[src/rtl/sfcf_pkg.sv]
package sfcf_pkg;

    localparam int CAPACITY_BYTES = 4194304;
    localparam int PAGE_BYTES     = 256;
    localparam int SECTOR_BYTES   = 4096;
    localparam int BLOCK_BYTES    = 65536;

    localparam int ADDR_W      = 24;
    localparam int LEN_W       = 23;
    localparam int SADDR_W     = 22;
    localparam int UNIT_W      = 10;
    localparam int PAGE_LOG2   = $clog2(PAGE_BYTES);
    localparam int SECTOR_LOG2 = $clog2(SECTOR_BYTES);
    localparam int BLOCK_LOG2  = $clog2(BLOCK_BYTES);
    localparam int QUEUE_DEPTH = 4;

    localparam logic [3:0] CMD_ID     = 4'd0;
    localparam logic [3:0] CMD_WREN   = 4'd1;
    localparam logic [3:0] CMD_WRDIS  = 4'd2;
    localparam logic [3:0] CMD_STATUS = 4'd3;
    localparam logic [3:0] CMD_READ   = 4'd4;
    localparam logic [3:0] CMD_PROG   = 4'd5;
    localparam logic [3:0] CMD_SERASE = 4'd6;
    localparam logic [3:0] CMD_BERASE = 4'd7;
    localparam logic [3:0] CMD_CERASE = 4'd8;
    localparam logic [3:0] CMD_DATA   = 4'd9;

    localparam logic [2:0] ST_OK      = 3'd0;
    localparam logic [2:0] ST_RANGE   = 3'd1;
    localparam logic [2:0] ST_LENGTH  = 3'd2;
    localparam logic [2:0] ST_BUSY    = 3'd3;
    localparam logic [2:0] ST_NO_XFER = 3'd4;
    localparam logic [2:0] ST_OPEN    = 3'd5;

    localparam logic [7:0] OP_WREN   = 8'h06;
    localparam logic [7:0] OP_WRDIS  = 8'h04;
    localparam logic [7:0] OP_RDSR   = 8'h05;
    localparam logic [7:0] OP_READ   = 8'h03;
    localparam logic [7:0] OP_PROG   = 8'h02;
    localparam logic [7:0] OP_SERASE = 8'h20;
    localparam logic [7:0] OP_BERASE = 8'hD8;
    localparam logic [7:0] OP_CERASE = 8'h60;
    localparam logic [7:0] OP_RDID   = 8'h9F;
    localparam logic [7:0] OP_DUMMY  = 8'h00;

    typedef enum logic [3:0] {
        K_REFUSE,
        K_RD_DATA,
        K_PG_DATA,
        K_ID,
        K_WREN,
        K_WRDIS,
        K_STATUS,
        K_READ,
        K_PROG,
        K_SERASE,
        K_BERASE,
        K_CERASE
    } kind_t;

    typedef struct packed {
        kind_t             kind;
        logic [2:0]        status;
        logic [ADDR_W-1:0] addr;
        logic [7:0]        dval;
        logic              flag;
    } job_t;

endpackage

[src/rtl/sfcf_front.sv]
module sfcf_front (
    input  logic                    aclk,
    input  logic                    aresetn,
    input  logic                    accept,
    input  logic [3:0]              command,
    input  logic [sfcf_pkg::SADDR_W-1:0] address,
    input  logic [sfcf_pkg::LEN_W-1:0]   length,
    input  logic [sfcf_pkg::UNIT_W-1:0]  erase_unit,
    input  logic [7:0]              data_value,
    input  logic                    device_busy,
    output sfcf_pkg::job_t          job
);
    import sfcf_pkg::*;

    typedef enum logic [1:0] {
        MODE_IDLE,
        MODE_READ,
        MODE_PROG
    } mode_t;

    mode_t             mode_reg, mode_next;
    logic [LEN_W-1:0]  left_reg, left_next;

    logic [ADDR_W-1:0] addr_x;
    logic [ADDR_W-1:0] len_x;
    logic [ADDR_W-1:0] unit_x;
    logic [ADDR_W-1:0] rd_end;
    logic [ADDR_W-1:0] pg_end;
    logic              rd_bad;
    logic              pg_range_bad;
    logic              pg_len_bad;

    assign addr_x = ADDR_W'(address);
    assign len_x  = ADDR_W'(length);
    assign unit_x = ADDR_W'(erase_unit);
    assign rd_end = addr_x + len_x;
    assign pg_end = ADDR_W'(address[PAGE_LOG2-1:0]) + len_x;

    assign rd_bad       = (addr_x > ADDR_W'(CAPACITY_BYTES)) ||
                          (rd_end > ADDR_W'(CAPACITY_BYTES));
    assign pg_range_bad = addr_x > ADDR_W'(CAPACITY_BYTES - PAGE_BYTES);
    assign pg_len_bad   = (len_x == '0) || (len_x > ADDR_W'(PAGE_BYTES)) ||
                          (pg_end > ADDR_W'(PAGE_BYTES));

    always_comb begin
        job        = '0;
        job.kind   = K_REFUSE;
        job.status = ST_NO_XFER;
        job.addr   = addr_x;
        job.dval   = data_value;
        job.flag   = 1'b0;
        mode_next  = mode_reg;
        left_next  = left_reg;
        if (command == CMD_DATA) begin
            if (mode_reg != MODE_IDLE) begin
                job.kind   = (mode_reg == MODE_READ) ? K_RD_DATA : K_PG_DATA;
                job.status = ST_OK;
                job.flag   = (left_reg <= LEN_W'(1));
                if (left_reg <= LEN_W'(1)) begin
                    mode_next = MODE_IDLE;
                    left_next = '0;
                end else begin
                    left_next = left_reg - LEN_W'(1);
                end
            end
        end else if (command > CMD_DATA) begin
            job.status = ST_NO_XFER;
        end else if (mode_reg != MODE_IDLE) begin
            job.status = ST_OPEN;
        end else begin
            job.status = ST_OK;
            unique case (command)
                CMD_ID: begin
                    job.kind = K_ID;
                end
                CMD_WREN: begin
                    job.kind = K_WREN;
                end
                CMD_WRDIS: begin
                    job.kind = K_WRDIS;
                end
                CMD_STATUS: begin
                    job.kind = K_STATUS;
                end
                CMD_READ: begin
                    if (rd_bad) begin
                        job.status = ST_RANGE;
                    end else if (device_busy) begin
                        job.status = ST_BUSY;
                    end else begin
                        job.kind = K_READ;
                        job.flag = (length == '0);
                        if (length != '0) begin
                            mode_next = MODE_READ;
                            left_next = length;
                        end
                    end
                end
                CMD_PROG: begin
                    if (pg_range_bad) begin
                        job.status = ST_RANGE;
                    end else if (pg_len_bad) begin
                        job.status = ST_LENGTH;
                    end else if (device_busy) begin
                        job.status = ST_BUSY;
                    end else begin
                        job.kind  = K_PROG;
                        mode_next = MODE_PROG;
                        left_next = length;
                    end
                end
                CMD_SERASE: begin
                    if (unit_x > ADDR_W'(CAPACITY_BYTES / SECTOR_BYTES - 1)) begin
                        job.status = ST_RANGE;
                    end else begin
                        job.kind = K_SERASE;
                        job.addr = unit_x << SECTOR_LOG2;
                    end
                end
                CMD_BERASE: begin
                    if (unit_x > ADDR_W'(CAPACITY_BYTES / BLOCK_BYTES - 1)) begin
                        job.status = ST_RANGE;
                    end else begin
                        job.kind = K_BERASE;
                        job.addr = unit_x << BLOCK_LOG2;
                    end
                end
                CMD_CERASE: begin
                    if (device_busy) begin
                        job.status = ST_BUSY;
                    end else begin
                        job.kind = K_CERASE;
                    end
                end
                default: begin
                    job.status = ST_NO_XFER;
                end
            endcase
        end
    end

    always_ff @(posedge aclk) begin
        if (!aresetn) begin
            mode_reg <= MODE_IDLE;
            left_reg <= '0;
        end else if (accept) begin
            mode_reg <= mode_next;
            left_reg <= left_next;
        end
    end

endmodule

[src/rtl/sfcf_queue.sv]
module sfcf_queue (
    input  logic           aclk,
    input  logic           aresetn,
    input  logic           push,
    input  sfcf_pkg::job_t push_job,
    input  logic           pop,
    output sfcf_pkg::job_t head_job,
    output logic           head_valid,
    output logic           full
);
    import sfcf_pkg::*;

    localparam int PTR_W = $clog2(QUEUE_DEPTH);

    job_t             mem [QUEUE_DEPTH];
    logic [PTR_W-1:0] wr_ptr_reg, wr_ptr_next;
    logic [PTR_W-1:0] rd_ptr_reg, rd_ptr_next;
    logic [PTR_W:0]   count_reg, count_next;

    assign head_job   = mem[rd_ptr_reg];
    assign head_valid = (count_reg != '0);
    assign full       = (count_reg == (PTR_W+1)'(QUEUE_DEPTH));

    always_comb begin
        wr_ptr_next = push ? wr_ptr_reg + PTR_W'(1) : wr_ptr_reg;
        rd_ptr_next = pop ? rd_ptr_reg + PTR_W'(1) : rd_ptr_reg;
        count_next  = count_reg;
        if (push && !pop) begin
            count_next = count_reg + (PTR_W+1)'(1);
        end else if (pop && !push) begin
            count_next = count_reg - (PTR_W+1)'(1);
        end
    end

    always_ff @(posedge aclk) begin
        if (push) begin
            mem[wr_ptr_reg] <= push_job;
        end
    end

    always_ff @(posedge aclk) begin
        if (!aresetn) begin
            wr_ptr_reg <= '0;
            rd_ptr_reg <= '0;
            count_reg  <= '0;
        end else begin
            wr_ptr_reg <= wr_ptr_next;
            rd_ptr_reg <= rd_ptr_next;
            count_reg  <= count_next;
        end
    end

endmodule

[src/rtl/sfcf_back.sv]
module sfcf_back (
    input  logic           aclk,
    input  logic           aresetn,
    input  sfcf_pkg::job_t head_job,
    input  logic           head_valid,
    output logic           pop,
    input  logic           m_tready,
    output logic           m_tvalid,
    output logic           m_tlast,
    output logic [7:0]     spi_byte,
    output logic           byte_valid,
    output logic           deselect_after,
    output logic [7:0]     read_byte,
    output logic           read_valid,
    output logic [2:0]     status
);
    import sfcf_pkg::*;

    job_t       cur_reg, cur_next;
    logic       cur_valid_reg, cur_valid_next;
    logic [2:0] idx_reg, idx_next;

    logic       m_valid_reg, m_valid_next;
    logic       m_last_reg;
    logic [7:0] m_byte_reg;
    logic       m_bvalid_reg;
    logic       m_desel_reg;
    logic [7:0] m_rbyte_reg;
    logic       m_rvalid_reg;
    logic [2:0] m_status_reg;

    logic       out_free;
    logic       emit;
    logic [2:0] last_idx;
    logic       is_last;
    logic [7:0] e_byte;
    logic       e_bvalid;
    logic       e_desel;
    logic [7:0] e_rbyte;
    logic       e_rvalid;
    logic [7:0] a2, a1, a0;

    assign a2 = cur_reg.addr[23:16];
    assign a1 = cur_reg.addr[15:8];
    assign a0 = cur_reg.addr[7:0];

    always_comb begin
        last_idx = 3'd0;
        e_byte   = 8'h00;
        e_bvalid = 1'b1;
        e_desel  = 1'b0;
        e_rbyte  = 8'h00;
        e_rvalid = 1'b0;
        unique case (cur_reg.kind)
            K_REFUSE: begin
                e_bvalid = 1'b0;
            end
            K_RD_DATA: begin
                e_desel  = cur_reg.flag;
                e_rbyte  = cur_reg.dval;
                e_rvalid = 1'b1;
            end
            K_PG_DATA: begin
                e_byte  = cur_reg.dval;
                e_desel = cur_reg.flag;
            end
            K_ID: begin
                last_idx = 3'd3;
                e_byte   = (idx_reg == 3'd0) ? OP_RDID : OP_DUMMY;
                e_desel  = (idx_reg == 3'd3);
            end
            K_WREN: begin
                e_byte  = OP_WREN;
                e_desel = 1'b1;
            end
            K_WRDIS: begin
                e_byte  = OP_WRDIS;
                e_desel = 1'b1;
            end
            K_STATUS: begin
                last_idx = 3'd1;
                e_byte   = (idx_reg == 3'd0) ? OP_RDSR : OP_DUMMY;
                e_desel  = (idx_reg == 3'd1);
            end
            K_READ: begin
                last_idx = 3'd3;
                case (idx_reg)
                    3'd0:    e_byte = OP_READ;
                    3'd1:    e_byte = a2;
                    3'd2:    e_byte = a1;
                    default: e_byte = a0;
                endcase
                e_desel = (idx_reg == 3'd3) && cur_reg.flag;
            end
            K_PROG, K_SERASE, K_BERASE: begin
                last_idx = 3'd4;
                case (idx_reg)
                    3'd0: e_byte = OP_WREN;
                    3'd1: begin
                        if (cur_reg.kind == K_PROG) begin
                            e_byte = OP_PROG;
                        end else if (cur_reg.kind == K_SERASE) begin
                            e_byte = OP_SERASE;
                        end else begin
                            e_byte = OP_BERASE;
                        end
                    end
                    3'd2:    e_byte = a2;
                    3'd3:    e_byte = a1;
                    default: e_byte = a0;
                endcase
                e_desel = (idx_reg == 3'd0) ||
                          ((idx_reg == 3'd4) && (cur_reg.kind != K_PROG));
            end
            K_CERASE: begin
                last_idx = 3'd1;
                e_byte   = (idx_reg == 3'd0) ? OP_WREN : OP_CERASE;
                e_desel  = 1'b1;
            end
            default: begin
                e_bvalid = 1'b0;
            end
        endcase
    end

    assign out_free = !m_valid_reg || m_tready;
    assign emit     = cur_valid_reg && out_free;
    assign is_last  = (idx_reg == last_idx);
    assign pop      = head_valid && (!cur_valid_reg || (emit && is_last));

    always_comb begin
        cur_next       = cur_reg;
        cur_valid_next = cur_valid_reg;
        idx_next       = idx_reg;
        if (pop) begin
            cur_next       = head_job;
            cur_valid_next = 1'b1;
            idx_next       = 3'd0;
        end else if (emit) begin
            if (is_last) begin
                cur_valid_next = 1'b0;
                idx_next       = 3'd0;
            end else begin
                idx_next = idx_reg + 3'd1;
            end
        end
        if (emit) begin
            m_valid_next = 1'b1;
        end else if (m_tready) begin
            m_valid_next = 1'b0;
        end else begin
            m_valid_next = m_valid_reg;
        end
    end

    always_ff @(posedge aclk) begin
        if (!aresetn) begin
            cur_valid_reg <= 1'b0;
            idx_reg       <= 3'd0;
            m_valid_reg   <= 1'b0;
        end else begin
            cur_valid_reg <= cur_valid_next;
            idx_reg       <= idx_next;
            m_valid_reg   <= m_valid_next;
        end
    end

    always_ff @(posedge aclk) begin
        cur_reg <= cur_next;
        if (emit) begin
            m_last_reg   <= is_last;
            m_byte_reg   <= e_byte;
            m_bvalid_reg <= e_bvalid;
            m_desel_reg  <= e_desel;
            m_rbyte_reg  <= e_rbyte;
            m_rvalid_reg <= e_rvalid;
            m_status_reg <= cur_reg.status;
        end
    end

    assign m_tvalid       = m_valid_reg;
    assign m_tlast        = m_last_reg;
    assign spi_byte       = m_byte_reg;
    assign byte_valid     = m_bvalid_reg;
    assign deselect_after = m_desel_reg;
    assign read_byte      = m_rbyte_reg;
    assign read_valid     = m_rvalid_reg;
    assign status         = m_status_reg;

endmodule

[src/rtl/spi_flash_command_framer.sv]
// channel   direction  tdata (low bit up)                           tuser (low bit up)
// s_        in         address 22, length 23, erase_unit 10,        command 4, device_busy 1
//                      data_value 8, pad 1
// m_        out        spi_byte 8, deselect_after 1, read_byte 8,   byte_valid 1, read_valid 1,
//                      pad 7; tlast = last                          status 3
//
// one result leaves per cycle while m_tready is high; data items, refusals, write enable
// and write disable give one result, the others two to five, sent in turn by the back sequencer
// the front takes a request every cycle while the four-entry job queue has room
// a taken request passes the job queue and the current job register before m_tvalid rises
// reset clears the queue, the open transfer and the output register
// m_tready low holds the output register, then fills the queue, then drops s_tready
module spi_flash_command_framer (
    input  logic        aclk,
    input  logic        aresetn,
    input  logic        s_tvalid,
    output logic        s_tready,
    input  logic [63:0] s_tdata,   // address, length, erase_unit, data_value, pad
    input  logic [4:0]  s_tuser,   // command, device_busy
    output logic        m_tvalid,
    input  logic        m_tready,
    output logic [23:0] m_tdata,   // spi_byte, deselect_after, read_byte, pad
    output logic [4:0]  m_tuser,   // byte_valid, read_valid, status
    output logic        m_tlast
);
    import sfcf_pkg::*;

    logic       accept;
    logic       q_full;
    logic       q_valid;
    logic       q_pop;
    job_t       new_job;
    job_t       head_job;
    logic [7:0] spi_byte;
    logic       byte_valid;
    logic       deselect_after;
    logic [7:0] read_byte;
    logic       read_valid;
    logic [2:0] status;

    assign s_tready = !q_full;
    assign accept   = s_tvalid && s_tready;

    sfcf_front u_front (
        .aclk        (aclk),
        .aresetn     (aresetn),
        .accept      (accept),
        .command     (s_tuser[3:0]),
        .address     (s_tdata[21:0]),
        .length      (s_tdata[44:22]),
        .erase_unit  (s_tdata[54:45]),
        .data_value  (s_tdata[62:55]),
        .device_busy (s_tuser[4]),
        .job         (new_job)
    );

    sfcf_queue u_queue (
        .aclk       (aclk),
        .aresetn    (aresetn),
        .push       (accept),
        .push_job   (new_job),
        .pop        (q_pop),
        .head_job   (head_job),
        .head_valid (q_valid),
        .full       (q_full)
    );

    sfcf_back u_back (
        .aclk           (aclk),
        .aresetn        (aresetn),
        .head_job       (head_job),
        .head_valid     (q_valid),
        .pop            (q_pop),
        .m_tready       (m_tready),
        .m_tvalid       (m_tvalid),
        .m_tlast        (m_tlast),
        .spi_byte       (spi_byte),
        .byte_valid     (byte_valid),
        .deselect_after (deselect_after),
        .read_byte      (read_byte),
        .read_valid     (read_valid),
        .status         (status)
    );

    assign m_tdata = {7'b0, read_byte, deselect_after, spi_byte};
    assign m_tuser = {status, read_valid, byte_valid};

    a_refuse_single: assert property (@(posedge aclk) disable iff (!aresetn)
        (m_tvalid && (status != ST_OK)) |-> (m_tlast && !byte_valid && !deselect_after))
        else $error("refusal not a lone result");

    a_read_shape: assert property (@(posedge aclk) disable iff (!aresetn)
        (m_tvalid && read_valid) |-> (byte_valid && (spi_byte == OP_DUMMY) && m_tlast))
        else $error("read data result malformed");

    a_no_pop_empty: assert property (@(posedge aclk) disable iff (!aresetn)
        q_pop |-> q_valid)
        else $error("job queue popped while empty");

    a_no_push_full: assert property (@(posedge aclk) disable iff (!aresetn)
        (q_full && !q_pop) |=> q_full)
        else $error("job queue lost an entry");

endmodule

[config.mk]
export PLATFORM = sky130hd
export DESIGN_NAME = spi_flash_command_framer
export DESIGN_NICKNAME = d
export VERILOG_FILES = /design/src/rtl/sfcf_pkg.sv /design/src/rtl/sfcf_front.sv /design/src/rtl/sfcf_queue.sv /design/src/rtl/sfcf_back.sv /design/src/rtl/spi_flash_command_framer.sv
export SDC_FILE = /design/constraint.sdc
export NUM_CORES = 1
export LEC_CHECK = 0
export ABC_AREA = 1
export BUFFER_PORTS_ARGS = -buffer_cell sky130_fd_sc_hd__buf_2
export CAP_MARGIN = 20
export CORE_ASPECT_RATIO = 0.6
export CORE_UTILIZATION = 55
export CTS_CLUSTER_SIZE = 24
export DETAILED_ROUTE_END_ITERATION = 10
export PLACE_DENSITY_LB_ADDON = 0.12
export SLEW_MARGIN = 20
export SYNTH_ARGS = -nofsm -noshare
export SYNTH_HDL_FRONTEND = slang
export SYNTH_SLANG_ARGS = --single-unit
[constraint.sdc]
create_clock -name aclk -period 4 [get_ports aclk]
set_input_delay 0.6 -clock aclk [delete_from_list [all_inputs] [get_ports aclk]]
set_output_delay 0.6 -clock aclk [all_outputs]
set_load 0.05 [all_outputs]
==> impl_metrics.py, run 1 <==
metrics = {
    "cells_and_area": {
        "final_cells": 2023,
        "final_area_um2": 15400,
        "flow.area_growth_from_synthesis_pct": 11.8,
        "largest_register_ffs": 160,
        "design.final.nets": 1791,
        "postLayoutCoreUtil_pct": 63.3,
        "drive_gt1_share_pct": 9.76,
    },
    "floorplan": {
        "io_pins": 105,
        "core_footprint_um2": 24400,
        "initial_utilization_pct": 56.6,
        "design.die.area_um2": 25800,
        "fp.dieW_um": 207,
        "number_of_placement_rows": 44,
        "die_height_um": 125,
    },
    "global_route": {
        "grt_remaining_overflow": 0,
        "grt_max_degree": 82,
        "grt_antenna_before_repair": 1,
        "first_pass_grt_wire_length_um": 58800,
        "grtUsageTotal_pct": 30.1,
        "vias_in_the_first_global_route": 10450,
    },
    "clock_tree": {
        "postCtsHoldBufs": 0,
        "post-cts-setup-buffers": 0,
        "clock_path_buffers": 3,
        "post_cts_gate_resize_count": 0,
        "htreeDepth": 1,
        "cts-root-buf": "sky130_fd_sc_hd__clkbuf_16",
        "clk-insertion-delay-late_ns": 0.54,
        "cts_tree": "built",
        "cts_sinks": 260,
        "cts_made_buffers": 24,
        "cts.clk_slew.worst_paths_ns": 0.07,
    },
    "routing": {
        "detailedRoute.firstIterationViolations": 1614,
        "drc": 5,
        "detail-route-antenna-nets": 0,
        "wl_per_cell_um": 18.8,
        "dr_total_vias": 11401,
        "avgViaCountPerCell": 5.64,
        "finalWirelength_um": 38000,
        "first_pass_iters": 11,
    },
    "power": {
        "seq_power_share_pct": 43.4,
        "post-layout-total-power_mw": 9.15,
        "power.combinational.fraction_pct": 31.3,
        "max-vdd-ir-drop_mv": 0.408,
        "switching_share_pct": 37.3,
        "cell_internal_pwr_mw": 5.74,
        "static-leakage-power_nw": 6.62,
        "pwr-share-clk_pct": 25.3,
        "sw_power_mw": 3.41,
        "power_per_cell_area_nw_per_um2": 593,
    },
    "yosys": {
        "synth_edf_count": 223,
        "yosysWarnings": 0,
        "syn_area_um2": 13800,
        "synth_compound_area_share_pct": 11.0,
        "synth_top_cells_by_area": "sky130_fd_sc_hd__edfxtp_1 (49%), sky130_fd_sc_hd__nand2_1 (8.6%), sky130_fd_sc_hd__nor2_1 (6.8%), sky130_fd_sc_hd__inv_1 (6.1%), sky130_fd_sc_hd__dfxtp_1 (5.4%)",
        "syn-mean-instance-area_um2": 8.69,
        "synth_xor_area_share_pct": 1.90,
        "yosys-mux-area-fraction_pct": 0,
        "synth_largest_type_area_fraction_pct": 48.5,
        "synth.largest_area_cell": "sky130_fd_sc_hd__edfxtp_1",
        "synth_cell_types": 42,
        "synth.ff_latch_count": 260,
        "post-synth-top-count-cell": "sky130_fd_sc_hd__nand2_1",
        "synth_simple_gate_area_share_pct": 21.6,
        "largest_family_of_logic_cells_by_synthesized_area": "simple AND/OR/NAND/NOR gates",
        "sequential_to_total_area_share_from_yosys_stat_pct": 53.9,
        "synth_async_sr_flop_share_pct": 0,
        "synth_adder_area_share_pct": 3.37,
        "synth_top_flop_cell": "sky130_fd_sc_hd__edfxtp_1",
        "commonest_cells_in_the_netlist": "sky130_fd_sc_hd__nand2_1 (315), sky130_fd_sc_hd__nor2_1 (250), sky130_fd_sc_hd__inv_1 (226)",
        "syn_inst": 1588,
    },
    "critical_path": {
        "cp.required_ns": 4.48,
        "timing.critical_path.from_type": "primary input",
        "critical_path_peak_fanout": 25,
        "timing.critical_path.to_type": "flip-flop",
        "crit_arrival_ns": 3.70,
        "worst-setup-path-type": "in2reg",
        "reg2reg_slack_ns": 0.86,
    },
    "timing": {
        "max-slew-margin-rel_pct": 30.8,
        "rsz_0062_raised_after_global_routing": "false",
        "worst-slew-pin-transition_ns": 1.03,
        "post-route-worst-setup-slack_ns": 0.773,
        "clock_skew_ns": 0.0165,
        "maxSlewViolCount": 0,
        "fin_worst_hold_slack_ns": 0.279,
        "post-route-min-period_ns": 3.23,
        "tns_ns": 0,
        "finalCritPeriodShare_pct": 80.7,
        "setup_viol": 0,
        "hold_viol_final": 0,
        "clock.fmax_ghz": 0.310,
    },
    "placed_design": {
        "detailed_place.area_um2": 14600,
        "dp_slack_ns": 0.304,
        "finalWeightedCongestion": 1.00,
        "place_inst": 1978,
        "dp.final_hpwl_um": 27200,
        "numPortBuffers": 96,
    },
    "worst_hold_path": {
        "hold_path.class": "in2reg",
    },
    "run_status": {
        "status": "finished, violations left",
        "failed_checks": "design-rule violations",
    },
    "flow_run": {
        "timing.max_cap.violations": 0,
    },
}
## power by group through the flow
stage	clock, mW	sequential (mW)	combinational (mW)
after global routing	2.44	4.02	3.15
after detailed placement	0	4.02	2.83
after global placement	0	4.01	2.77
after floorplan	0	4.19	1.72
final	2.32	3.97	2.86
after CTS	2.34	3.97	2.84
## kinds of logic after synthesis
logic type | count (synthesis)
AND/OR/NAND/NOR | 714
buffers and inverters | 285
AO/OA/AOI/OAI | 262
flip-flops | 260
adder cells (fa/ha/maj) | 36
XOR/XNOR | 30
other | 1
## worst paths after layout
check | startpoint | endpoint | cells past startpoint
max | s_tdata[0] | u_front.left_reg[19] | 17
min | s_tdata[60] | u_queue.mem[2][6] | 1
min reg2reg | u_back.cur_reg[33] | u_back.status[0] | 0
max reg2reg | u_back.cur_reg[39] | u_queue.count_reg[1] | 15
## critical path, stage by stage
cell                      delay (ns)
sky130_fd_sc_hd__buf_2          0.12
sky130_fd_sc_hd__ha_1           0.26
sky130_fd_sc_hd__fa_1           0.43
sky130_fd_sc_hd__nand3_1        0.10
sky130_fd_sc_hd__nand3_1        0.18
sky130_fd_sc_hd__nand2_1        0.10
sky130_fd_sc_hd__nor3b_1        0.18
sky130_fd_sc_hd__nand2_1        0.08
sky130_fd_sc_hd__nor2_1         0.09
sky130_fd_sc_hd__nand2_1        0.14
sky130_fd_sc_hd__nor3_1         0.26
sky130_fd_sc_hd__nand2_1        0.21
sky130_fd_sc_hd__nand3_2        0.27
sky130_fd_sc_hd__nand3_4        0.35
sky130_fd_sc_hd__nand2_1        0.17
sky130_fd_sc_hd__inv_1          0.06
sky130_fd_sc_hd__nor2_1         0.09
## area by class of cell
cell class / count / area, um2
antenna: 1 / 2.50
timing repair buffer: 111 / 606
sequential: 260 / 7440
clock inverter: 12 / 131
fill: 2093 / 8960
multi-input combinational: 1057 / 5330
tap: 322 / 403
inverter: 228 / 857
clock buffer: 32 / 661
## layer usage
layer  track usage [%]  wire length (um)  vias to the layer above
li1                  -                 -                     5530
met5                 0                 0                        -
met4              3.89               411                        0
met2              40.3             14800                      547
met1              49.5             18500                     5285
met3              7.38              4420                       39
## layout by cell type (no fill, tap or decap), types with 3 or more instances in the layout
cell	n
sky130_fd_sc_hd__a21oi_1	37
sky130_fd_sc_hd__a221oi_1	4
sky130_fd_sc_hd__a22oi_1	17
sky130_fd_sc_hd__and2_1	5
sky130_fd_sc_hd__buf_2	96
sky130_fd_sc_hd__buf_4	14
sky130_fd_sc_hd__clkbuf_1	5
sky130_fd_sc_hd__clkbuf_16	24
sky130_fd_sc_hd__clkbuf_8	3
sky130_fd_sc_hd__clkinv_1	4
sky130_fd_sc_hd__clkinv_2	4
sky130_fd_sc_hd__conb_1	15
sky130_fd_sc_hd__dfxtp_1	36
sky130_fd_sc_hd__edfxtp_1	223
sky130_fd_sc_hd__ha_1	34
sky130_fd_sc_hd__inv_1	225
sky130_fd_sc_hd__nand2_1	315
sky130_fd_sc_hd__nand3_1	62
sky130_fd_sc_hd__nand4_1	48
sky130_fd_sc_hd__nor2_1	245
sky130_fd_sc_hd__nor2_2	3
sky130_fd_sc_hd__nor2_4	5
sky130_fd_sc_hd__nor3_1	12
sky130_fd_sc_hd__nor3b_1	3
sky130_fd_sc_hd__nor4_1	8
sky130_fd_sc_hd__o2111ai_1	10
sky130_fd_sc_hd__o211ai_1	13
sky130_fd_sc_hd__o21ai_0	129
sky130_fd_sc_hd__o22ai_1	45
sky130_fd_sc_hd__xor2_1	30
No activity file was read; power rests on OpenSTA's default activity.
==> inputs of run 2 (changes only) <==
==> constraint.sdc (replaced) <==
create_clock -name aclk -period 2.6 [get_ports aclk]
set_input_delay 0.39 -clock aclk [delete_from_list [all_inputs] [get_ports aclk]]
set_output_delay 0.39 -clock aclk [all_outputs]
set_load 0.05 [all_outputs]
==> run 2 against run 1 <==
Compared with the run above:
- register-to-register slack lost 0.88 ns
- the run ends with design-rule violations, negative setup slack left
- cell area grew 8.4%
- sequential cell count is the same
- power grew 62%
- critical path type is now reg2reg
- utilization grew 5.3 points
==> impl_metrics.py, run 2 (synthesis results as in run 1) <==
metrics = {
    "global_route": {
        "grtUsageTotal_pct": 31.8,
        "grt_max_degree": 82,
        "first_pass_grt_wire_length_um": 62200,
        "vias_in_the_first_global_route": 10988,
        "grt_remaining_overflow": 0,
        "grt_antenna_before_repair": 0,
    },
    "critical_path": {
        "crit_arrival_ns": 3.06,
        "timing.critical_path.from_type": "flip-flop",
        "critPathSlowestCell": "sky130_fd_sc_hd__edfxtp_1",
        "timing.critical_path.to_type": "flip-flop",
        "length_in_cells_of_the_worst_reg_to_reg_path": 15,
        "critical_path_peak_fanout": 4,
        "worst-setup-path-type": "reg2reg",
        "cp.required_ns": 3.04,
        "timing.critical_path.cells": "nand2_2 -> inv_1 -> nand2_2 -> xor2_1 -> nor3_1 -> nand2_1 -> o21ai_2 -> inv_2 -> nor2_4 -> inv_2 -> ha_4 -> inv_4 -> fa_2 -> o21ai_1 -> a21oi_1",
        "critical-path-max-stage-delay_ns": 0.50,
    },
    "worst_hold_path": {
        "hold-path-cell-count": 1,
        "hold_path.class": "in2reg",
    },
    "cells_and_area": {
        "final_area_um2": 16700,
        "drive_gt1_share_pct": 19.3,
        "design.final.nets": 1929,
        "largest_register_ffs": 160,
        "final_cells": 2161,
        "postLayoutCoreUtil_pct": 68.6,
        "flow.area_growth_from_synthesis_pct": 21.1,
        "number_of_diodes_added_for_antenna_fixing": 0,
        "final_common_cell": "sky130_fd_sc_hd__nand2_1",
        "most-common-layout-cells": "sky130_fd_sc_hd__nand2_1 (306), sky130_fd_sc_hd__nor2_1 (237), sky130_fd_sc_hd__edfxtp_1 (223)",
    },
    "floorplan": {
        "fp.dieW_um": 207,
        "initial_utilization_pct": 56.6,
        "io_pins": 105,
        "die_height_um": 125,
        "number_of_placement_rows": 44,
        "core_footprint_um2": 24400,
        "design.die.area_um2": 25800,
    },
    "placed_design": {
        "dp.final_hpwl_um": 29600,
        "detailed_place.area_um2": 15700,
        "numPortBuffers": 96,
        "place_inst": 2103,
        "finalWeightedCongestion": 1.01,
        "dp_slack_ns": -0.488,
    },
    "flow_run": {
        "timing.max_cap.violations": 0,
    },
    "timing": {
        "fin_worst_hold_slack_ns": 0.0626,
        "maxSlewViolCount": 0,
        "finalCritPeriodShare_pct": 101,
        "setup_viol": 1,
        "clock_skew_ns": 0.0279,
        "post-route-min-period_ns": 2.62,
        "hold_viol_final": 0,
        "post-route-worst-setup-slack_ns": -0.0204,
        "worst-slew-pin-transition_ns": 0.837,
        "max-slew-margin-rel_pct": 44.1,
        "rsz_0062_raised_after_global_routing": "true",
        "clock.fmax_ghz": 0.382,
    },
    "power": {
        "static-leakage-power_nw": 7.31,
        "power_per_cell_area_nw_per_um2": 884,
        "max-vdd-ir-drop_mv": 0.631,
    },
    "routing": {
        "detail-route-antenna-nets": 0,
        "dr_total_vias": 12072,
        "first_pass_iters": 10,
        "wl_per_cell_um": 18.7,
        "drc": 2,
        "detailedRoute.firstIterationViolations": 1450,
        "avgViaCountPerCell": 5.59,
        "finalWirelength_um": 40300,
    },
    "clock_tree": {
        "clk-insertion-delay-late_ns": 0.55,
        "cts_tree": "built",
        "cts.clk_slew.worst_paths_ns": 0.07,
        "htreeDepth": 1,
        "cts_made_buffers": 25,
        "cts-root-buf": "sky130_fd_sc_hd__clkbuf_16",
        "clock_path_buffers": 3,
        "cts_sinks": 260,
    },
    "run_status": {
        "failed_checks": "design-rule violations, negative setup slack",
        "status": "finished, violations left",
    },
}
-- run 2: stage by stage --
stage	setup TNS, ns	power (mW)
floorplan	-17.27	9.13
global placement	-20.46	10.9
detailed placement	-22.56	11.0
CTS	-0.0102	14.5
global route	-0.463	15.5
finish	-0.0204	14.8
-- run 2: cell type report --
class                      instances  area (um2)
clock buffer                      33         656
clock inverter                    13        86.3
fill                            1985        7660
inverter                         228         858
multi-input combinational       1057        5540
sequential                       260        7440
tap                              322         403
timing repair buffer             248        1740
-- run 2: power by group --
part | total, mW | internal, mW | switching [mW]
clock network | 3.38 | 1.80 | 1.58
registers | 6.07 | 5.68 | 0.385
logic | 5.34 | 1.74 | 3.60
-- run 2: final timing paths --
kind	endpoint	slack, ns	startpoint
setup / recovery	u_queue.count_reg[1]	-0.02	u_back.cur_reg[39]
hold / removal	u_queue.mem[3][5]	0.06	s_tdata[59]
setup reg to reg	u_queue.count_reg[1]	-0.02	u_back.cur_reg[39]
hold reg to reg	u_back.status[0]	0.43	u_back.cur_reg[33]
-- run 2: per-layer routing --
metal	vias up	part of all wire, %	track usage (%)
met3	43	11	8.35
met1	5654	48	52.5
met4	0	1.5	5.23
li1	5805	-	-
met5	-	0	0
met2	570	40	41.5
-- run 2: timing repair --
| item | 4_1_cts | 5_1_grt |
|---|---|---|
| gates resized for setup | 10 | 50 |
| buffers inserted | 6 | 6 |
| hold buffers | 0 | 0 |
| cloned | 0 | 0 |
| setup endpoints to repair | 44 | 58 |
| pin swaps | 6 | 10 |
-- run 2: critical path: cells and delay by family (launching register included) --
| family | cells | cell delay, ns |
|---|---|---|
| adder cells (fa/ha/maj) | 2 | 0.58 |
| XOR/XNOR | 1 | 0.15 |
| buffers and inverters | 4 | 0.29 |
| AND/OR/NAND/NOR | 5 | 0.61 |
| flip-flops | 1 | 0.50 |
| AO/OA/AOI/OAI | 3 | 0.37 |
